File: config.mk
export PLATFORM = sky130hd
export DESIGN_NAME = fqm_ctrl
export DESIGN_NICKNAME = d
export VERILOG_FILES = /design/src/rtl/core/fqm_pkg.sv /design/src/rtl/core/fqm_ctrl.sv
export SDC_FILE = /design/constraint.sdc
export NUM_CORES = 1
export LEC_CHECK = 0
export BUFFER_PORTS_ARGS = -buffer_cell sky130_fd_sc_hd__buf_2
export CORE_UTILIZATION = 35
export CTS_BUF_LIST = sky130_fd_sc_hd__clkbuf_4 sky130_fd_sc_hd__clkbuf_8
export DETAILED_ROUTE_END_ITERATION = 16
export HOLD_SLACK_MARGIN = 0.03
export PLACE_DENSITY = 0.7
export SYNTH_ARGS = -nofsm -noshare
export SYNTH_HDL_FRONTEND = slang
export SYNTH_SLANG_ARGS = --single-unit
File: constraint.sdc
create_clock -name clk -period 2.7 [get_ports clk]
set_input_delay 0.54 -clock clk [delete_from_list [all_inputs] [get_ports clk]]
set_output_delay 0.54 -clock clk [all_outputs]
set_load 0.005 [all_outputs]
File: src/rtl/core/fqm_pkg.sv
// shared types and constants of the extract-min queue
package fqm_pkg;

  localparam int VALUE_W     = 32;
  localparam int COUNT_OUT_W = 7;

  localparam logic signed [VALUE_W-1:0] WMIN_INIT = 32'sh7fffffff;

  typedef enum logic [1:0] {
    MODE_APPEND     = 2'd0,
    MODE_POP_FRONT  = 2'd1,
    MODE_READ_FRONT = 2'd2,
    MODE_POP_MIN    = 2'd3
  } mode_t;

  typedef enum logic [1:0] {
    STAT_OK    = 2'd0,
    STAT_EMPTY = 2'd1,
    STAT_FULL  = 2'd2
  } status_t;

  // command broadcast to every cell
  typedef enum logic [2:0] {
    C_HOLD,
    C_APPEND,
    C_POP,
    C_START,
    C_SCAN,
    C_EXTRACT
  } cell_op_t;

  typedef enum logic {
    S_IDLE,
    S_SCAN
  } ctrl_state_t;

  // minimum-search wave handed from a cell to its front neighbor
  typedef struct packed {
    logic                      tok;
    logic signed [VALUE_W-1:0] wmin;
  } wave_t;

  typedef struct packed {
    cell_op_t op;
    logic     any_best;
  } cell_cmd_t;

  typedef struct packed {
    logic signed [VALUE_W-1:0] value;
    status_t                   status;
    logic [COUNT_OUT_W-1:0]    count;
  } res_t;

endpackage

File: src/rtl/core/fqm_ctrl.sv
// operation sequencer and entry counter of the extract-min queue
module fqm_ctrl #(
  parameter int CAPACITY = 64,
  parameter int IW       = 6
) (
  input  logic                               clk,
  input  logic                               rst,
  input  logic                               s_valid,
  output logic                               s_ready,
  input  logic                               room,
  input  fqm_pkg::mode_t                     mode,
  input  logic signed [fqm_pkg::VALUE_W-1:0] head_val,
  input  fqm_pkg::wave_t                     head_wave,
  output fqm_pkg::cell_op_t                  op,
  output logic [IW-1:0]                      tgt,
  output logic                               push,
  output fqm_pkg::res_t                      res
);
  import fqm_pkg::*;

  localparam int CW = $clog2(CAPACITY + 1);

  ctrl_state_t   state;
  ctrl_state_t   state_next;
  logic [CW-1:0] count;
  logic [CW-1:0] count_next;
  logic [CW-1:0] cnt_m1;
  logic          empty;
  logic          full;

  assign cnt_m1 = count - CW'(1);
  assign empty  = (count == '0);
  assign full   = (count == CW'(CAPACITY));

  always_ff @(posedge clk) begin
    if (rst) begin
      state <= S_IDLE;
      count <= '0;
    end else begin
      state <= state_next;
      count <= count_next;
    end
  end

  always_comb begin
    state_next = state;
    count_next = count;
    op         = C_HOLD;
    tgt        = count[IW-1:0];
    push       = 1'b0;
    s_ready    = 1'b0;
    res.value  = '0;
    res.status = STAT_OK;
    case (state)
      S_IDLE: begin
        s_ready = room;
        if (s_valid && room) begin
          case (mode)
            MODE_APPEND: begin
              push = 1'b1;
              if (full) begin
                res.status = STAT_FULL;
              end else begin
                op         = C_APPEND;
                count_next = count + CW'(1);
              end
            end
            MODE_POP_FRONT: begin
              push = 1'b1;
              if (empty) begin
                res.status = STAT_EMPTY;
              end else begin
                op         = C_POP;
                res.value  = head_val;
                count_next = cnt_m1;
              end
            end
            MODE_READ_FRONT: begin
              push = 1'b1;
              if (empty) begin
                res.status = STAT_EMPTY;
              end else begin
                res.value = head_val;
              end
            end
            MODE_POP_MIN: begin
              if (empty) begin
                push       = 1'b1;
                res.status = STAT_EMPTY;
              end else begin
                op         = C_START;
                tgt        = cnt_m1[IW-1:0];
                state_next = S_SCAN;
              end
            end
            default: ;
          endcase
        end
      end
      S_SCAN: begin
        op = C_SCAN;
        if (head_wave.tok) begin
          op         = C_EXTRACT;
          push       = 1'b1;
          res.value  = head_wave.wmin;
          count_next = cnt_m1;
          state_next = S_IDLE;
        end
      end
      default: state_next = S_IDLE;
    endcase
    res.count = COUNT_OUT_W'(count_next);
  end

endmodule

==> impl_results.md, run 1 <==
- Worst Tran Pin Value: 0.418 ns
- DRC violations left: 0
- Clock buffer depth: 2
- Place WS: 0.0552 ns
- Routed length on met2: 3000 um
- EDFF count, synth: 0
- Mapped Area: 0.00156 mm2
- Result of the run: finished clean
- Share of layout cells above drive strength 1: 0.464
- Total placed cells including tap cells: 390
- Detailed Route Iter0 Violations: 245
- Initial Util: 0.377
- Worst-path fanout max: 6
- IR Drop Worst-Case VDD: 0.149 mV
- Core area: 0.00414 mm2
- Final setup fails: 0
- Slew HR: 0.720
- Synth Area per Inst: 6.93 um2
- Synth-to-Final Area Change: 48.6%
- Initial antenna violation count: 0
- Distinct cells, synth: 46
- DP HPWL: 4560 um
- First-pass GRT wire length: 8200 um
- Worst r2r path cells: 6
- Met3 routed WL: 537 um
- M1 WL: 2610 um
- CTS hold repair buffers: 0
- Crit start category: register
- Nets: 427
- Number of global-route vias before repair: 1,739
- P_leak: 1.23 nW
- Setup ws final: 0.0451 ns
- Number of max-cap violations: 0
- Global route overflow: 0
- Post-Layout Cell Count: 397
- Max Freq: 377 MHz
- Die Y-Extent: 68.8 um
- FF+latch count, synth: 8
- Site Rows: 23
- CTS tree: yes
- Worst hold margin: 0.584 ns
- Synthesis warning total: 0
- Kind of critical path: reg -> out
- Clock Latency Late Sink: 0.24 ns
- Syn Nets: 303
- Total Routing Usage GR: 0.229
- CTS HTree Levels: 1
- Total CTS buffers: 3
- Worst hold path stage count: 2
- Prevailing post-synth register cell: dfxtp_1
- Ys async rst share: 0
- WL final: 6220 um
- Final Hold Violating Endpoints: 0
- # clock sinks: 8
- Slew Limit Fails: 0
- Gate Count Post-Synth: 225
- Final antenna-violating net count: 0
- Die ar.: 0.00473 mm2
- Worst setup EP type: output pin
- Hold crit path type: reg -> reg
- Clk_skew: 0.00690 ns
- Hold Crit Start: count[1]
- Wirelength per Cell: 15.7 um
- CTS root buffer: clkbuf_8
- Worst setup startpoint: count[3]
- DR vias/cell: 5.64
- Tmin final: 2.65 ns
- Tot Pwr: 0.542 mW
- RSZ-0062 raised after global routing: yes
- Chip Width: 68.8 um
- Pwr dens: 234 mW/mm2
- Worst EP required: 2.16 ns
- Worst-path clk slew: 0.04 ns
- Inserted Diodes: 0
- Num ports: 123
- Pre-antenna DRT Iters: 4
- Routability cong.: 0.925
- Pin count of the biggest net entering global routing: 38
- Critical path arrival: 2.11 ns
- DR top layer: met4
- Tcrit/Tclk final: 0.983
- R2r startpoint: count[3]
- Via count: 2,240
- Sequential share of the synthesized area: 0.103
- I/O Buffers: 122
[cells by family after synthesis]
kind of cell             Yosys count  synth area share
AO/OA/AOI/OAI                     91             0.427
adder cells (fa/ha/maj)            7            0.0561
XOR/XNOR                           3            0.0168
flip-flops                         8             0.103
buffers and inverters             32             0.119
AND/OR/NAND/NOR                   84             0.278
[final timing paths]
path              endpoint  slack [ns]
setup / recovery    res[1]        0.05
setup reg to reg  count[5]        0.77
hold / removal    count[1]        0.58
hold reg to reg   count[1]        0.58
[report_power, final]
part / internal (mW) / switching (mW)
registers: 0.122 / 0.00546
clock network: 0.0974 / 0.0557
logic: 0.130 / 0.131
[layout make-up]
| cell class | instances | area [um2] |
|---|---|---|
| multi-input cells | 187 | 1260 |
| inverters | 8 | 30.0 |
| well taps | 50 | 62.6 |
| flip-flops and latches | 8 | 165 |
| repair buffers | 141 | 757 |
| fillers | 430 | 1830 |
| clock buffers | 3 | 41.3 |
[per-layer routing]
layer / up-vias / global-route usage
li1: 1110 / -
met1: 1000 / 0.338
met2: 122 / 0.341
met3: 8 / 0.0526
met4: 0 / 0.0306
met5: - / 0
[what timing repair did]
action,4_1_cts,5_1_grt
hold endpoints to repair,0,0
setup buffers,0,2
pin swaps,2,6
gates cloned,0,2
setup endpoints to repair,36,38
resized for setup,4,10
[sequential cells by signal (all words and copies together), names as in the netlist]
| signal | cells |
|---|---|
| state | 1 |
| count | 7 |
[cells in the final DEF, fill, tap and decap left out, types with 3 or more instances in the layout]
master | Yosys | routed
a211oi_1 | 5 | 4
nor2_1 | 16 | 16
or4_4 | 1 | 3
ha_1 | 7 | 6
a22o_1 | 33 | 33
nand3_1 | 8 | 8
clkbuf_8 | 0 | 3
dfxtp_2 | 0 | 4
nor4_1 | 3 | 3
nand2_1 | 19 | 19
or3_1 | 4 | 3
a31oi_1 | 5 | 5
o21ai_0 | 16 | 15
nor2b_1 | 4 | 4
buf_4 | 1 | 18
and3_1 | 4 | 4
inv_1 | 8 | 8
xnor2_1 | 3 | 3
buf_2 | 0 | 122
o211ai_1 | 6 | 6
dfxtp_1 | 8 | 4
nor3_1 | 10 | 10
a21oi_1 | 10 | 9
[per-stage QoR]
stage	utilization	area [um2]	setup TNS, ns
final	0.559	2320	0
after global routing	0.559	2320	-0.138
after CTS	0.545	2260	-0.000555
after detailed placement	0.532	2210	0
after global placement	0.532	2210	0
after floorplan	-	1560	0
[worst max-delay path: stages (launching register included)]
cell,delay [ns]
dfxtp_2,0.33
or4_4,0.58
or2_4,0.31
or3_4,0.33
a21oi_2,0.14
nor3_1,0.06
buf_2,0.13
[synthesized netlist by cell type, types with 7 or more instances]
cell,number,area share
ha_1,7,0.056
o21ai_0,16,0.051
clkbuf_1,12,0.029
inv_1,8,0.019
nor3_1,10,0.032
a22o_1,33,0.19
dfxtp_1,8,0.10
nand2_1,19,0.046
nand3_1,8,0.026
nor2_1,16,0.038
a21oi_1,10,0.032
buf_6,8,0.058
Power figures use the tool's default switching activity.
==> inputs of run 2 (changes only) <==
Settings changed: CORE_UTILIZATION 35 to 25, PLACE_DENSITY 0.7 to 0.52.
==> impl_results.md, run 2 (synthesized netlist as in run 1, its figures left out) <==
- Result of the run: finished clean
- Number of global-route vias before repair: 1,917 (+10%)
- Nets: 437 (+2.3%)
- CTS tree: yes
- DR vias/cell: 5.23 (-7.2%)
- Critical-path top delay cell: or4_4
- RSZ-0062 raised after global routing: yes
- Tmin final: 2.67 ns (+0.0184 ns)
- Via count: 2,261 (+0.94%)
- Final antenna-violating net count: 0 (unchanged)
- Kind of critical path: reg -> out
- CTS hold repair buffers: 0 (unchanged)
- Worst-path clk slew: 0.05 ns (about the same)
- Inserted Diodes: 0 (unchanged)
- Number of max-cap violations: 0 (unchanged)
- Tot Pwr: 0.578 mW (+6.8%)
- Worst hold margin: 0.623 ns (+0.0383 ns)
- Total CTS buffers: 3 (unchanged)
- Die ar.: 0.00656 mm2 (+39%)
- Hold crit path type: in -> reg
- Fin area: 0.00251 mm2 (+8.4%)
- Wirelength per Cell: 15.0 um (-3.9%)
- Total Routing Usage GR: 0.188 (-0.0407)
- Post-route core utilization: 0.422 (-0.137)
- First-pass GRT wire length: 9540 um (+16%)
- Sw frac: 0.362 (+0.00771)
- Slowest cell delay on critical path: 0.56 ns (-0.02 ns)
- DP HPWL: 4990 um (+9.2%)
- Critical path arrival: 2.13 ns (+0.02 ns)
- Die Y-Extent: 81 um (+18%)
- Chip Width: 81 um (+18%)
- P_leak: 1.28 nW (+3.7%)
- Routability cong.: 0.834 (-9.9%)
- Synth-to-Final Area Change: 61.1%
- CTS root buffer: clkbuf_8
- Place WS: -0.0340 ns (-0.0892 ns)
- Largest register by flop count: count
- Max FFs per register: 7 (unchanged)
- Core area: 0.00596 mm2 (+44%)
- WL final: 6500 um (+4.5%)
- Post-Place Cell Area: 0.00230 mm2 (+4.4%)
- Max Freq: 374 MHz (-0.69%)
- Initial Util: 0.262 (-0.115)
- Combinational Power Share: 0.510 (+0.028)
- Worst Tran Pin Value: 0.500 ns (+0.0814 ns)
- Share of layout cells above drive strength 1: 0.499 (+0.0346)
- Switch Pwr: 0.210 mW (+9.1%)
- Num ports: 123 (unchanged)
- Worst setup EP type: output pin
- IR Drop Worst-Case VDD: 0.151 mV (+1.4%)
- Clk_skew: 0.00546 ns (-0.00144 ns)
- Slew HR: 0.665 (-0.0545)
- Final Hold Violating Endpoints: 0 (unchanged)
- Internal: 0.369 mW (+5.5%)
- Pwr dens: 230 mW/mm2 (-1.5%)
- Setup TNS Final: 0 ns (unchanged)
- Leading registers by flop count: count x7, state x1
- CTS HTree Levels: 1 (unchanged)
- Pin count of the biggest net entering global routing: 38 (unchanged)
- # clock sinks: 8 (unchanged)
- Clock share of power: 0.273 (-0.010)
- Sequential Power Share: 0.218 (-0.017)
- Worst EP required: 2.16 ns (about the same)
- Crit start category: register
- Site Rows: 28 (+22%)
- Total placed cells including tap cells: 422 (+8.2%)
- Detailed Route Iter0 Violations: 214 (-13%)
- Worst-path fanout max: 6 (unchanged)
- Setup ws final: 0.0268 ns (-0.0184 ns)
- Post-Layout Cell Count: 432 (+8.8%)
- Clock buffer depth: 2 (unchanged)
- Pre-antenna DRT Iters: 7 (+3)
- Commonest non-fill, non-tap cell in the layout: buf_2
- I/O Buffers: 122 (unchanged)
- Most frequent cells in the layout: 120 x buf_2, 33 x a22o_1, 30 x buf_4
- Initial antenna violation count: 0 (unchanged)
- DRC violations left: 0 (unchanged)
- Tcrit/Tclk final: 0.990 (+0.00681)
- Global route overflow: 0 (unchanged)
- Clock Latency Late Sink: 0.24 ns (about the same)
- Final setup fails: 0 (unchanged)
- Cells along the critical path: or4_4 > or2_4 > or3_4 > a21oi_4 > nor3_2 > buf_2
- Slew Limit Fails: 0 (unchanged)
-- run 2: cell count changes in the layout (fill, tap and decap cells not counted), sizes merged --
cell,change
and3,-1
or4,-1
buf,+12
-- run 2: worst paths after layout --
path	from	end	slack, ns	cells past startpoint
min reg2reg	count[6]	count[6]	0.69	2
max	count[2]	res[1]	0.03	6
min	rst	count[5]	0.62	2
max reg2reg	count[1]	count[5]	0.77	6
-- run 2: what timing repair did --
| action | in CTS | in global routing |
|---|---|---|
| endpoints found under the hold margin | 0 | 0 |
| gates cloned | 0 | 0 |
| gates resized for setup | 3 | 27 |
| buffers inserted | 2 | 5 |
| pin swaps | 4 | 13 |
| endpoints found under the setup margin | 35 | 26 |
-- run 2: critical path, delay by kind of cell, from the launching register on --
kind	cells	cell delay (ns)
simple gates	4	1.27
compound gates	1	0.14
flops	1	0.35
buf+inv	1	0.13
-- run 2: cell type report --
cell class | count | area [um2]
inverters | 8 | 32.5
flip-flops and latches | 8 | 165
multi-input cells | 185 | 1310
repair buffers | 153 | 868
fillers | 626 | 3440
well taps | 75 | 93.8
clock buffers | 3 | 41.3
-- run 2: power by group through the flow --
stage / Sequential [mW] / Combinational, mW / Clock [mW]
after floorplan: 0.127 / 0.133 / 0
after global placement: 0.129 / 0.255 / 0
after detailed placement: 0.129 / 0.256 / 0
after CTS: 0.126 / 0.264 / 0.161
after global routing: 0.126 / 0.321 / 0.169
final: 0.126 / 0.295 / 0.158
-- run 2: per-layer routing --
| layer | global-route usage | share of wire |
|---|---|---|
| met5 | 0 | 0 |
| met4 | 0.0554 | 0.012 |
| met3 | 0.0337 | 0.055 |
| met2 | 0.275 | 0.47 |
| met1 | 0.276 | 0.46 |
==> inputs of run 3 (changes only) <==
==> constraint.sdc (replaced) <==
create_clock -name clk -period 2.7 [get_ports clk]
set_input_delay 0.27 -clock clk [delete_from_list [all_inputs] [get_ports clk]]
set_output_delay 0.27 -clock clk [all_outputs]
set_load 0.005 [all_outputs]
==> impl_results.md, run 3 (synthesized netlist as in run 1, its figures left out) <==
- Result of the run: finished clean
- Initial antenna violation count: 0 (unchanged)
- # clock sinks: 8 (unchanged)
- CTS HTree Levels: 1 (unchanged)
- CTS hold repair buffers: 0 (unchanged)
- Crit path max-delay family: simple AND/OR/NAND/NOR gates
- P_leak: 1.17 nW (-8.4%)
- Critical-path top delay cell: or4_4
- Hold Path End: state
- DR top layer: met4
- Hold Crit Start: rst
- Wirelength per Cell: 15.1 um (+0.56%)
- Total Routing Usage GR: 0.178 (-0.00988)
- Internal: 0.326 mW (-12%)
- Die Y-Extent: 81 um (unchanged)
- Reg2reg end: count[5]
- Slowest cell delay on critical path: 0.56 ns (about the same)
- Final Hold Violating Endpoints: 0 (unchanged)
- Share of layout cells above drive strength 1: 0.411 (-0.0879)
- Most frequent cells in the layout: 122 x buf_2, 33 x a22o_1, 19 x nand2_1
- Worst hold path stage count: 2 (unchanged)
- Pwr dens: 231 mW/mm2 (+0.54%)
- Worst setup EP type: output pin
- Total CTS buffers: 3 (unchanged)
- Clock Latency Late Sink: 0.24 ns (about the same)
- DR vias/cell: 5.30 (+1.2%)
- CTS tree: yes
- Worst-path clk slew: 0.05 ns (about the same)
- Pre-antenna DRT Iters: 5 (-2)
- WP buf/inv: 1 (unchanged)
- Tot Pwr: 0.515 mW (-11%)
- Chip Width: 81 um (unchanged)
- Switch Pwr: 0.189 mW (-9.9%)
- Worst Tran Pin Value: 0.661 ns (+0.161 ns)
- WL final: 6220 um (-4.3%)
- I/O Buffers: 122 (unchanged)
- Kind of critical path: reg -> out
- Combinational Power Share: 0.450 (-0.060)
- Clk_skew: 0.00894 ns (+0.00348 ns)
- R2R setup slack: 0.56 ns (-0.21 ns)
- Post-CTS sizing: 0 (-3)
- Clock share of power: 0.299 (+0.026)
- Hold crit path type: in -> reg
- Sequential Power Share: 0.251 (+0.033)
- Worst EP required: 2.43 ns (+0.27 ns)
- Cells along the critical path: or4_4 > nor2_1 > a221oi_1 > a211oi_1 > buf_2
- Routed length on met2: 2870 um (-5.9%)
- M1 WL: 2820 um (-6.5%)
- Max Freq: 389 MHz (+4.0%)
- Tmin final: 2.57 ns (-0.102 ns)
- Sw frac: 0.367 (+0.00440)
- Nets: 416 (-4.8%)
- Worst r2r path cells: 5 (-1)
- Tcrit/Tclk final: 0.952 (-0.0377)
- Largest register by flop count: count
- Inserted Diodes: 0 (unchanged)
- First-pass GRT wire length: 9030 um (-5.3%)
- Core area: 0.00596 mm2 (unchanged)
- RSZ-0062 raised after global routing: no
- CTS root buffer: clkbuf_8
- Via count: 2,177 (-3.7%)
- Commonest non-fill, non-tap cell in the layout: buf_2
- Number of global-route vias before repair: 1,831 (-4.5%)
- Clock buffer depth: 2 (unchanged)
- Setup Buffers After CTS: 0 (-2)
- IR Drop Worst-Case VDD: 0.135 mV (-11%)
- Met3 routed WL: 366 um (+2.5%)
- DP HPWL: 4850 um (-2.8%)
- Synth-to-Final Area Change: 42.7%
- Site Rows: 28 (unchanged)
- Slew HR: 0.555 (-0.110)
- Pin count of the biggest net entering global routing: 37 (-2.6%)
- Final antenna-violating net count: 0 (unchanged)
- Initial Util: 0.262 (unchanged)
- Routability cong.: 0.864 (+3.7%)
- Num ports: 123 (unchanged)
- Slew Limit Fails: 0 (unchanged)
- Max FFs per register: 7 (unchanged)
- Setup TNS Final: 0 ns (unchanged)
- DRC violations left: 0 (unchanged)
- Worst setup startpoint: count[3]
- R2r startpoint: count[3]
- Total placed cells including tap cells: 408 (-3.3%)
- Final setup fails: 0 (unchanged)
- Leading registers by flop count: count x7, state x1
- Critical path arrival: 2.30 ns (+0.17 ns)
- Number of max-cap violations: 0 (unchanged)
- Die ar.: 0.00656 mm2 (unchanged)
- Worst-path fanout max: 9 (+3)
- Detailed Route Iter0 Violations: 164 (-23%)
- Global route overflow: 0 (unchanged)
- Crit start category: register
- Post-Layout Cell Count: 411 (-4.9%)
[run 3: through the flow]
| stage | instance area (um2) | hold slack, ns | util | setup WS [ns] |
|---|---|---|---|---|
| after detailed placement | 2180 | 0.590 | 0.367 | 0.390 |
| after global routing | 2230 | 0.336 | 0.374 | 0.00356 |
| final | 2230 | 0.326 | 0.374 | 0.129 |
| after global placement | 2180 | 0.593 | 0.367 | 0.364 |
| after CTS | 2230 | 0.335 | 0.374 | 0.133 |
| after floorplan | 1560 | 0.339 | - | 0.425 |
[run 3: how the worst max path moves through the flow]
stage / cells after the start / to
2_1_floorplan: 9 / res[10]
5_1_grt: 7 / res[11]
3_3_place_gp: 6 / res[3]
4_1_cts: 6 / res[3]
6_report: 5 / res[0]
3_5_place_dp: 6 / res[3]
[run 3: routing by layer]
layer | vias up | track usage
met5 | - | 0
met4 | 0 | 0.0679
met3 | 16 | 0.0326
met2 | 108 | 0.271
met1 | 969 | 0.246
li1 | 1084 | -
[run 3: power groups by stage]
stage	Combinational, mW	Clock, mW	Sequential (mW)
after floorplan	0.133	0	0.127
after global placement	0.231	0	0.131
after detailed placement	0.228	0	0.131
after CTS	0.230	0.160	0.129
after global routing	0.257	0.166	0.130
final	0.232	0.154	0.129
[run 3: layout make-up]
class | instances | area, um2
clock buffers | 3 | 41.3
fillers | 666 | 3730
inverters | 8 | 30.0
multi-input cells | 185 | 1210
flip-flops and latches | 8 | 160
well taps | 75 | 93.8
repair buffers | 132 | 686
