==> src/rtl/core/fqm_pkg.sv <==
// shared types and constants of the extract-min queue
package fqm_pkg;

  localparam int VALUE_W     = 32;
  localparam int COUNT_OUT_W = 7;

  localparam logic signed [VALUE_W-1:0] WMIN_INIT = 32'sh7fffffff;

  typedef enum logic [1:0] {
    MODE_APPEND     = 2'd0,
    MODE_POP_FRONT  = 2'd1,
    MODE_READ_FRONT = 2'd2,
    MODE_POP_MIN    = 2'd3
  } mode_t;

  typedef enum logic [1:0] {
    STAT_OK    = 2'd0,
    STAT_EMPTY = 2'd1,
    STAT_FULL  = 2'd2
  } status_t;

  // command broadcast to every cell
  typedef enum logic [2:0] {
    C_HOLD,
    C_APPEND,
    C_POP,
    C_START,
    C_SCAN,
    C_EXTRACT
  } cell_op_t;

  typedef enum logic {
    S_IDLE,
    S_SCAN
  } ctrl_state_t;

  // minimum-search wave handed from a cell to its front neighbor
  typedef struct packed {
    logic                      tok;
    logic signed [VALUE_W-1:0] wmin;
  } wave_t;

  typedef struct packed {
    cell_op_t op;
    logic     any_best;
  } cell_cmd_t;

  typedef struct packed {
    logic signed [VALUE_W-1:0] value;
    status_t                   status;
    logic [COUNT_OUT_W-1:0]    count;
  } res_t;

endpackage

==> src/rtl/core/fqm_cell.sv <==
// one queue cell: holds an entry and takes part in the rear-to-front minimum wave
module fqm_cell #(
  parameter int IW    = 6,
  parameter int INDEX = 0
) (
  input  logic                              clk,
  input  logic                              rst,
  input  fqm_pkg::cell_cmd_t                cmd,
  input  logic [IW-1:0]                     tgt,
  input  logic signed [fqm_pkg::VALUE_W-1:0] din,
  input  logic signed [fqm_pkg::VALUE_W-1:0] right_val,
  input  fqm_pkg::wave_t                    right_wave,
  output logic signed [fqm_pkg::VALUE_W-1:0] val,
  output fqm_pkg::wave_t                    wave_out,
  output logic                              best
);
  import fqm_pkg::*;

  logic                      tok;
  logic signed [VALUE_W-1:0] wmin;
  logic                      visited;
  logic                      drop;
  logic                      drop_next;
  logic                      hit;

  assign hit  = (tgt == IW'(INDEX));
  // ties go to the cell nearer the front, which the wave reaches later
  assign best = tok && (val <= wmin);

  assign wave_out.tok  = tok;
  assign wave_out.wmin = best ? val : wmin;

  // drop marks cells at or behind the current best position
  always_comb begin
    if (tok) begin
      drop_next = best;
    end else if (visited) begin
      drop_next = drop | cmd.any_best;
    end else begin
      drop_next = drop;
    end
  end

  always_ff @(posedge clk) begin
    if (rst) begin
      tok     <= 1'b0;
      visited <= 1'b0;
      drop    <= 1'b0;
    end else begin
      case (cmd.op)
        C_START: begin
          tok     <= hit;
          visited <= 1'b0;
          drop    <= 1'b0;
        end
        C_SCAN, C_EXTRACT: begin
          tok     <= right_wave.tok;
          visited <= visited | tok;
          drop    <= drop_next;
        end
        default: ;
      endcase
    end
  end

  always_ff @(posedge clk) begin
    case (cmd.op)
      C_APPEND: begin
        if (hit) val <= din;
      end
      C_POP: val <= right_val;
      C_START: wmin <= WMIN_INIT;
      C_SCAN: wmin <= right_wave.wmin;
      C_EXTRACT: begin
        if (drop_next) val <= right_val;
      end
      default: ;
    endcase
  end

endmodule

==> config.mk <==
export PLATFORM = sky130hd
export DESIGN_NAME = fqm_cell
export DESIGN_NICKNAME = d
export VERILOG_FILES = /design/src/rtl/core/fqm_pkg.sv /design/src/rtl/core/fqm_cell.sv
export SDC_FILE = /design/constraint.sdc
export NUM_CORES = 1
export LEC_CHECK = 0
export ABC_AREA = 1
export BUFFER_PORTS_ARGS = -buffer_cell sky130_fd_sc_hd__buf_4
export CORE_UTILIZATION = 52
export DETAILED_ROUTE_END_ITERATION = 7
export PLACE_DENSITY = 0.86
export RECOVER_POWER = 50
export SLEW_MARGIN = 20
export SYNTH_ARGS = -nofsm -noshare
export SYNTH_HDL_FRONTEND = slang
export SYNTH_SLANG_ARGS = --single-unit
==> constraint.sdc <==
create_clock -name clk -period 8.54 [get_ports clk]
set_clock_uncertainty 0.15 [all_clocks]
set_input_delay 1.281 -clock clk [delete_from_list [all_inputs] [get_ports clk]]
set_output_delay 1.281 -clock clk [all_outputs]
set_load 0.02 [all_outputs]
==> impl_metrics.yaml, run 1 <==
floorplanning:
  rows: 32
  initial_core_util_pct: 54.0
  die_x_microns: 91.6
  dieArea_sq_um: 8390
  ios: 175
  coreArea_sq_um: 7730
  die_h_microns: 91.6
clock_network:
  clock-sinks: 67
  ctsResizeCount: 0
  cts_buffers: 9
  clkLatencyLatePin_ps: 340
  ctsHtreeMaxLevel: 3
  cts_hold_buf: 0
  cts_setup_buffers: 0
  clockBufferDepth: 2
  clockRootBuffer: "clkbuf_8"
  cts_tree: "yes"
  clk_pin_slew_ps: 70
place:
  port_buffers: 174
  dp.cells: 721
  routabilityCongestion: 0.831
  dp_hpwl_microns: 7800
outcome:
  status: "finished, violations left"
  violations: "max-capacitance violations, max-slew violations"
final_layout:
  fin_cells: 737
  n_antenna_cell: 0
  area_growth_pct: 33.2
  drive_gt1_share_pct: 38.0
  final_nets: 771
power:
  pwr_density_cell_nw_per_um2: 155
  switching_share_pct: 28.7
  p_leak_nw: 2.61
  irDropWorstVdd_mv: 0.0968
  power_frac_clock_pct: 28.8
  switching_power_uw: 248
  p_int_uw: 615
  seqPwrFrac_pct: 46.2
  share_comb_of_total_power_pct: 25.0
worst_setup_path:
  regToRegEndpoint: "val[20]$_DFFE_PP_"
  crit_family: "simple AND/OR/NAND/NOR gates"
  cp.buffers_inverters: 2
  worstSetupPathType: "register to output port"
  cp_common_cell: "nand2_1"
  ff2ff_setup_slack_ps: 5130
  reg2regPathDepth: 14
  cp-start-kind: "register"
  r2r-start: "val[31]$_DFFE_PP_"
  cpMaxStageDelayCell: "edfxtp_1"
  critPathRequiredTime_ps: 7110
  cp_cell_sequence: "ha_1 -> nand2_2 -> nor2_1 -> nand2_2 -> nor4_4 -> nand2_1 -> nand2_1 -> nand2_1 -> nand3_2 -> nand2_4 -> inv_8 -> nand2_1 -> o21ai_2 -> buf_4"
  cp_data_arrival_time_ps: 3040
  path_max_fanout: 63
  critPathCaptureType: "output port"
  cpPeakStageDelay_ps: 450
sta:
  setup_violations: 0
  slew_headroom_pct: -28.1
  tns_ps: 0
  fmax_mhz: 224
  period_minus_slack_ps: 4470
  worst_slew_pin_slew_ps: 1920
  rsz0062_at_grt: "no"
  maxSlewViolCount: 33
  holdWs_ps: 317
  fin_crit_sh_pct: 52.4
  hold_viol: 0
drt:
  antenna_left: 0
  avgRoutedWirePerCell_microns: 14.0
  drc: 0
  detail_route.vias_per_cell: 4.91
  drt-pass1-iter-count: 4
  first_iter_violations: 152
  wirelength_microns: 10300
  vias: 3618
min_path:
  holdPathStages: 2
  hold_class: "register to register"
  hold_start: "drop$_SDFFE_PP0P_"
  holdPathEnd: "drop$_SDFFE_PP0P_"
global_route:
  grt_pass1_vias: 3523
  grt_start_max_net_pins: 64
  grt_usage_pct: 25.1
  antenna_found_initial: 0
  grt.overflow.total: 0
  grt_pass1_wl_microns: 16100
logic_synthesis:
  seq_area_frac_synth_pct: 47.5
  syn_nets: 599
  synth_cells: 458
  synth.distinct_cells: 28
  synth-seq-cells: 67
  synth_area_sq_um: 4180
  yosysWarningCount: 0
  post_synth.cell_area_avg_sq_um: 9.12
flow_run:
  cap_viol_max_count: 1
[synthesized netlist by cell type, drive strengths merged]
| cell type | number | area share [%] |
|---|---|---|
| clkbuf | 9 | 0.81 |
| nand2 | 177 | 17 |
| buf | 7 | 2.0 |
| dfxtp | 3 | 1.4 |
| or2 | 31 | 4.6 |
| a31oi | 1 | 0.15 |
| o21ai | 37 | 7.2 |
| ha | 32 | 9.6 |
| nand4 | 2 | 0.30 |
| nand3 | 9 | 1.2 |
| edfxtp | 64 | 46 |
| nor2 | 17 | 1.7 |
| a21o | 1 | 0.18 |
| a21oi | 14 | 1.7 |
| a211o | 1 | 0.21 |
| nor3b | 1 | 0.18 |
| nor4 | 2 | 0.66 |
| inv | 48 | 4.5 |
| nor3 | 2 | 0.24 |
[cells by family after synthesis]
kind of cell               synth area share (%)
DFF                                        47.5
adders and majority gates                  9.59
AOI/OAI and AO/OA                          9.44
buffers and inverters                      7.28
and+or+nand+nor                            26.2
[state kept, by name, indices dropped and copies added (netlist names)]
name and count:
tok 1, val 32, visited 1, drop 1, wmin 32
[per-layer routing]
layer / GRT usage, % / up-vias / wire length (microns)
met1: 28.8 / 1648 / 4210
met5: 0 / - / 0
met2: 45.1 / 118 / 5380
li1: - / 1836 / -
met4: 9.79 / 0 / 216
met3: 5.61 / 16 / 539
[through the flow]
| stage | power, mW | cell area [sq um] | setup slack (ps) | util (%) |
|---|---|---|---|---|
| after detailed placement | 0.629 | 5520 | 4550 | 71.4 |
| after CTS | 0.874 | 5700 | 4170 | 73.7 |
| after global placement | 0.622 | 5520 | 4670 | 71.4 |
| after floorplan | 0.530 | 4180 | 4970 | - |
| final | 0.863 | 5560 | 4070 | 72.0 |
| after global routing | 0.904 | 5560 | 3840 | 72.0 |
[cell usage in the layout (no fill, tap or decap), types with 8 or more instances in the layout]
cell / n
nand3_1: 8
or2_2: 31
buf_4: 141
ha_1: 32
o21ai_2: 31
inv_1: 47
nor2_1: 16
clkbuf_8: 9
clkbuf_1: 38
edfxtp_1: 64
nand2_2: 20
nand2_1: 156
a21oi_1: 14
[worst max-delay path by stage]
stage,startpoint,to,cells past startpoint
global route,val[31]$_DFFE_PP_,wave_out[17],14
global placement,val[31]$_DFFE_PP_,wave_out[13],14
floorplan,val[31]$_DFFE_PP_,wave_out[0],13
CTS,val[31]$_DFFE_PP_,wave_out[17],14
finish,val[31]$_DFFE_PP_,wave_out[17],14
detailed placement,val[31]$_DFFE_PP_,wave_out[17],14
[worst register-to-register path: stages (launching register included)]
cell      delay, ps
edfxtp_1        450
ha_1            390
nand2_2          70
nor2_1          260
nand2_2         120
nor4_4          190
nand2_1         110
nand2_1          60
nand2_1          70
nand4_1         120
nand2_1          60
nand2_1          50
nand2_1          40
inv_1           540
buf_4           390
[power groups by stage]
| stage | Clock, mW | Combinational (mW) | Sequential, mW |
|---|---|---|---|
| floorplan | 0 | 0.117 | 0.413 |
| global route | 0.266 | 0.237 | 0.401 |
| finish | 0.248 | 0.216 | 0.398 |
| detailed placement | 0 | 0.224 | 0.405 |
| CTS | 0.251 | 0.225 | 0.398 |
| global placement | 0 | 0.218 | 0.404 |
[cell type report]
class | count | area (sq um)
clock buffer | 13 | 139
clock inverter | 3 | 38.8
fill | 626 | 2170
inverter | 48 | 188
multi-input combinational | 327 | 1880
sequential | 67 | 1980
tap | 102 | 128
timing repair buffer | 177 | 1200
(Power assumes the default switching activity.)
==> run 2, diff against run 1 <==
--- a/config.mk
+++ b/config.mk
@@ -7,9 +7,9 @@
 export LEC_CHECK = 0
 export ABC_AREA = 1
 export BUFFER_PORTS_ARGS = -buffer_cell sky130_fd_sc_hd__buf_4
-export CORE_UTILIZATION = 52
+export CORE_UTILIZATION = 49
 export DETAILED_ROUTE_END_ITERATION = 7
-export PLACE_DENSITY = 0.86
+export PLACE_DENSITY = 0.82
 export RECOVER_POWER = 50
 export SLEW_MARGIN = 20
 export SYNTH_ARGS = -nofsm -noshare
==> constraint.sdc (replaced) <==
create_clock -name clk -period 4.36 [get_ports clk]
set_clock_uncertainty 0.15 [all_clocks]
set_input_delay 0.654 -clock clk [delete_from_list [all_inputs] [get_ports clk]]
set_output_delay 0.654 -clock clk [all_outputs]
set_load 0.02 [all_outputs]
==> run 2 against run 1 <==
The flow still finishes with violations (max-capacitance violations, max-slew violations). Global-route usage fell by 0.70 points. Utilization fell by 4.4 points. Sequential power rose by 96%.
==> impl_metrics.yaml, run 2 (same netlist as run 1, synthesis figures left out) <==
worst_setup_path:
  cpPeakStageDelay_ps: 440
  critPathRequiredTime_ps: 3560
  critPathCaptureType: "output port"
  worstSetupPathType: "register to output port"
  path_max_fanout: 63
  cp_data_arrival_time_ps: 2830
  cp_cell_sequence: "ha_1 -> nand2_2 -> nor2_4 -> nand2_2 -> nor4_4 -> nand2_1 -> nand2_1 -> nand2_1 -> nand3_2 -> nand2_4 -> inv_8 -> nand2_1 -> o21ai_2 -> buf_4"
  cp_common_cell: "nand2_1"
  cpMaxStageDelayCell: "edfxtp_1"
  cp-start-kind: "register"
final_layout:
  n_antenna_cell: 0
  reg_top3: "val (32), wmin (32)"
  layout_commonest_cell: "nand2_1"
  fill_cells: 704
  mostFrequentLayoutCells: "nand2_1 (156), buf_4 (139), edfxtp_1 (64), inv_1 (47), clkbuf_1 (37)"
  final_area_sq_um: 5550
  final_nets: 770
  drive_gt1_share_pct: 38.1
  area_growth_pct: 32.9
sta:
  fin_crit_sh_pct: 83.2
  tns_ps: 0
  worst_slew_pin_slew_ps: 1960
  period_minus_slack_ps: 3630
  maxSlewViolCount: 33
  slew_headroom_pct: -30.5
  hold_viol: 0
  rsz0062_at_grt: "no"
  fmax_mhz: 276
  setup_slack_ps: 731
  setup_violations: 0
drt:
  drc: 0
  first_iter_violations: 172
  drt-pass1-iter-count: 4
  vias: 3720
  detail_route.vias_per_cell: 5.04
  antenna_left: 0
  avgRoutedWirePerCell_microns: 14.3
  wirelength_microns: 10500
global_route:
  antenna_found_initial: 0
  grt_usage_pct: 24.4
  grt_pass1_wl_microns: 16500
  grt.overflow.total: 0
  grt_start_max_net_pins: 64
  grt_pass1_vias: 3604
floorplanning:
  coreArea_sq_um: 8220
  initial_core_util_pct: 50.8
  rows: 33
  die_h_microns: 94.3
  dieArea_sq_um: 8890
  ios: 175
  die_x_microns: 94.3
power:
  seqPwrFrac_pct: 48.0
  p_leak_nw: 2.60
  power_frac_clock_pct: 25.8
  switching_share_pct: 29.8
  pwr_density_cell_nw_per_um2: 293
  irDropWorstVdd_mv: 0.197
  p_int_mw: 1.14
  switching_power_uw: 485
  share_comb_of_total_power_pct: 26.2
place:
  dpl-instance-area_sq_um: 5530
  routabilityCongestion: 0.749
  dp_hpwl_microns: 7930
  place_ws_ps: 1060
  port_buffers: 174
clock_network:
  clk_pin_slew_ps: 60
  clkLatencyLatePin_ps: 330
  clockBufferDepth: 2
  clockRootBuffer: "clkbuf_8"
  ctsResizeCount: 0
  cts_hold_buf: 0
  cts_setup_buffers: 0
  cts_buffers: 9
  cts_tree: "yes"
  clock-sinks: 67
  ctsHtreeMaxLevel: 3
outcome:
  status: "finished, violations left"
  violations: "max-capacitance violations, max-slew violations"
flow_run:
  cap_viol_max_count: 1
min_path:
  hold_class: "register to register"
run 2: changes by cell type in the layout (fill, tap and decap cells not counted), sizes merged:
cell | before | now
clkbuf | 49 | 47
clkinv | 2 | 4
buf | 141 | 140
bufinv | 1 | 0
run 2: critical path, delay by kind of cell (launching register included):
kind	cells	cell delay [ps]
compound gates	1	100
fa+ha+maj	1	400
buf+inv	2	550
flops	1	440
simple gates	10	1010
run 2: layout make-up:
type | instances | area (sq um) | share of cell area [%]
sequential | 67 | 1980 | 35.7
multi-input combinational | 327 | 1900 | 34.2
timing repair buffer | 176 | 1200 | 21.7
inverter | 48 | 188 | 3.38
clock buffer | 11 | 131 | 2.37
tap | 105 | 131 | 2.37
clock inverter | 4 | 18.8 | 0.338
run 2: worst paths after layout:
kind / start / to / cells past startpoint / slack (ps)
worst max-delay path: val[31]$_DFFE_PP_ / wave_out[15] / 14 / 730
worst min-delay path: visited$_SDFFE_PP0P_ / visited$_SDFFE_PP0P_ / 2 / 340
worst max register to register: val[31]$_DFFE_PP_ / val[29]$_DFFE_PP_ / 14 / 1260
worst min register to register: visited$_SDFFE_PP0P_ / visited$_SDFFE_PP0P_ / 2 / 340
run 2: layer usage:
metal | vias to the layer above | global-route usage [%] | routed length (microns)
li1 | 1832 | - | -
met1 | 1733 | 30.0 | 4380
met2 | 135 | 43.5 | 5420
met3 | 20 | 3.16 | 534
met4 | 0 | 8.85 | 201
met5 | - | 0 | 0
run 2: power groups by stage:
| stage | Clock, mW | Sequential (mW) | Combinational (mW) |
|---|---|---|---|
| after floorplan | 0 | 0.809 | 0.229 |
| after global placement | 0 | 0.792 | 0.430 |
| after detailed placement | 0 | 0.794 | 0.443 |
| after CTS | 0.425 | 0.780 | 0.444 |
| after global routing | 0.456 | 0.785 | 0.471 |
| final | 0.421 | 0.780 | 0.426 |
run 2: through the flow:
| step | util (%) | hold WS [ps] | total power, mW | instances |
|---|---|---|---|---|
| after floorplan | - | 287 | 1.04 | 458 |
| after global placement | 67.3 | 298 | 1.22 | 723 |
| after detailed placement | 67.3 | 328 | 1.24 | 723 |
| after CTS | 69.1 | 337 | 1.65 | 738 |
| after global routing | 67.5 | 344 | 1.71 | 738 |
| final | 67.5 | 341 | 1.63 | 738 |
==> run 3, diff against run 2 <==
==> constraint.sdc (replaced) <==
create_clock -name clk -period 3.7 [get_ports clk]
set_clock_uncertainty 0.15 [all_clocks]
set_input_delay 0.555 -clock clk [delete_from_list [all_inputs] [get_ports clk]]
set_output_delay 0.555 -clock clk [all_outputs]
set_load 0.02 [all_outputs]
==> run 3 against run 2 <==
The run now ends clean. Non-clock buffer count grew 1. Routed wire length increased by 1.6%. Flip-flop and latch count unchanged. Utilization increased by 0.14 points. Total power is 19% higher. Sequential power grew 18%. Setup slack worse by 530 ps. Hold slack got worse by 90 ps. Final cell count grew 0.27%. Critical path depth unchanged.
==> impl_metrics.yaml, run 3 (same netlist as run 1, synthesis figures left out) <==
clock_network:
  clock-sinks: 67
  clk_pin_slew_ps: 70
  ctsHtreeMaxLevel: 3
  clkLatencyLatePin_ps: 330
  clockRootBuffer: "clkbuf_8"
  cts_buffers: 9
  clockBufferDepth: 2
  cts_tree: "yes"
  cts_setup_buffers: 0
floorplanning:
  coreArea_sq_um: 8220
  rows: 33
  die_x_microns: 94.3
  ios: 175
  initial_core_util_pct: 50.8
  dieArea_sq_um: 8890
  die_h_microns: 94.3
final_layout:
  reg_top3: "val (32), wmin (32)"
  final_area_sq_um: 5560
  fill_cells: 701
  drive_gt1_share_pct: 38.4
  mostFrequentLayoutCells: "nand2_1 (156), buf_4 (141), edfxtp_1 (64), inv_1 (46), clkbuf_1 (36)"
  utilization_pct: 67.7
  layout_commonest_cell: "nand2_1"
  fin_cells: 740
  n_antenna_cell: 0
  final_nets: 771
  area_growth_pct: 33.2
worst_setup_path:
  path_depth: 14
  cpMaxStageDelayCell: "edfxtp_1"
  regToRegEndpoint: "val[15]$_DFFE_PP_"
  cp-start-kind: "register"
  r2r-start: "val[31]$_DFFE_PP_"
  worstSetupPathType: "register to output port"
  cp_cell_sequence: "ha_1 -> nand2_2 -> nor2_4 -> nand2_2 -> nor4_4 -> nand2_1 -> nand2_1 -> nand2_1 -> nand3_2 -> nand2_4 -> inv_16 -> nand2_1 -> o21ai_2 -> buf_4"
  critical_path.endpoint: "wave_out[15]"
  crit_family: "simple AND/OR/NAND/NOR gates"
  crit_path_start: "val[31]$_DFFE_PP_"
  cpPeakStageDelay_ps: 460
  reg2regPathDepth: 14
  ff2ff_setup_slack_ps: 910
  critPathCaptureType: "output port"
  path_max_fanout: 63
  cp_common_cell: "nand2_1"
  cp.buffers_inverters: 2
  critPathRequiredTime_ps: 2990
  cp_data_arrival_time_ps: 2800
sta:
  slew_headroom_pct: 39.6
  setup_slack_ps: 196
  worst_slew_pin_slew_ps: 905
  holdWs_ps: 251
  period_minus_slack_ps: 3500
  fmax_mhz: 285
  fin_crit_sh_pct: 94.7
  hold_viol: 0
  rsz0062_at_grt: "no"
  maxSlewViolCount: 0
  tns_ps: 0
  setup_violations: 0
place:
  dp.cells: 724
  port_buffers: 174
  dp_hpwl_microns: 8010
  routabilityCongestion: 0.745
  dpl-instance-area_sq_um: 5530
  place_ws_ps: 438
min_path:
  hold_class: "primary input to register"
drt:
  vias: 3649
  antenna_left: 0
  drt-pass1-iter-count: 4
  detail_route.vias_per_cell: 4.93
  avgRoutedWirePerCell_microns: 14.5
  drc: 0
  first_iter_violations: 173
  wirelength_microns: 10700
global_route:
  antenna_found_initial: 0
  grt_pass1_wl_microns: 16500
  grt_pass1_vias: 3656
  grt_start_max_net_pins: 64
  grt.overflow.total: 0
  grt_usage_pct: 24.6
outcome:
  status: "complete, no violations"
power:
  p_leak_nw: 2.61
  power_mw: 1.93
  pwr_density_cell_nw_per_um2: 347
  irDropWorstVdd_mv: 0.248
flow_run:
  cap_viol_max_count: 0
## run 3: worst min-delay path by stage
stage,startpoint,endpoint,cells after the start
finish,rst,tok$_SDFFE_PP0P_,2
global route,rst,visited$_SDFFE_PP0P_,2
CTS,rst,tok$_SDFFE_PP0P_,2
detailed placement,visited$_SDFFE_PP0P_,visited$_SDFFE_PP0P_,2
global placement,drop$_SDFFE_PP0P_,drop$_SDFFE_PP0P_,2
floorplan,drop$_SDFFE_PP0P_,drop$_SDFFE_PP0P_,2
## run 3: area by class of cell
cell class | count | area (sq um) | area share (%)
well taps | 105 | 131 | 2.36
clock inverters | 4 | 17.5 | 0.315
flip-flops and latches | 67 | 1980 | 35.6
inverters | 48 | 196 | 3.53
repair buffers | 177 | 1200 | 21.6
clock buffers | 12 | 135 | 2.43
multi-input cells | 327 | 1900 | 34.1
## run 3: where the power goes
part / switching [mW] / internal [mW]
Sequential: 0.0279 / 0.891
Clock: 0.269 / 0.238
Combinational: 0.284 / 0.219
## run 3: metal layers
metal / GRT usage (%) / part of all wire, % / vias to the layer above
li1: - / - / 1836
met1: 29.0 / 40 / 1679
met2: 44.7 / 53 / 123
met3: 4.61 / 5.9 / 11
met4: 7.69 / 1.1 / 0
met5: 0 / 0 / -
## run 3: what timing repair did
item | CTS | global route
endpoints found under the setup margin | 0 | 31
hold buffers | 0 | 0
gates resized for setup | 0 | 2
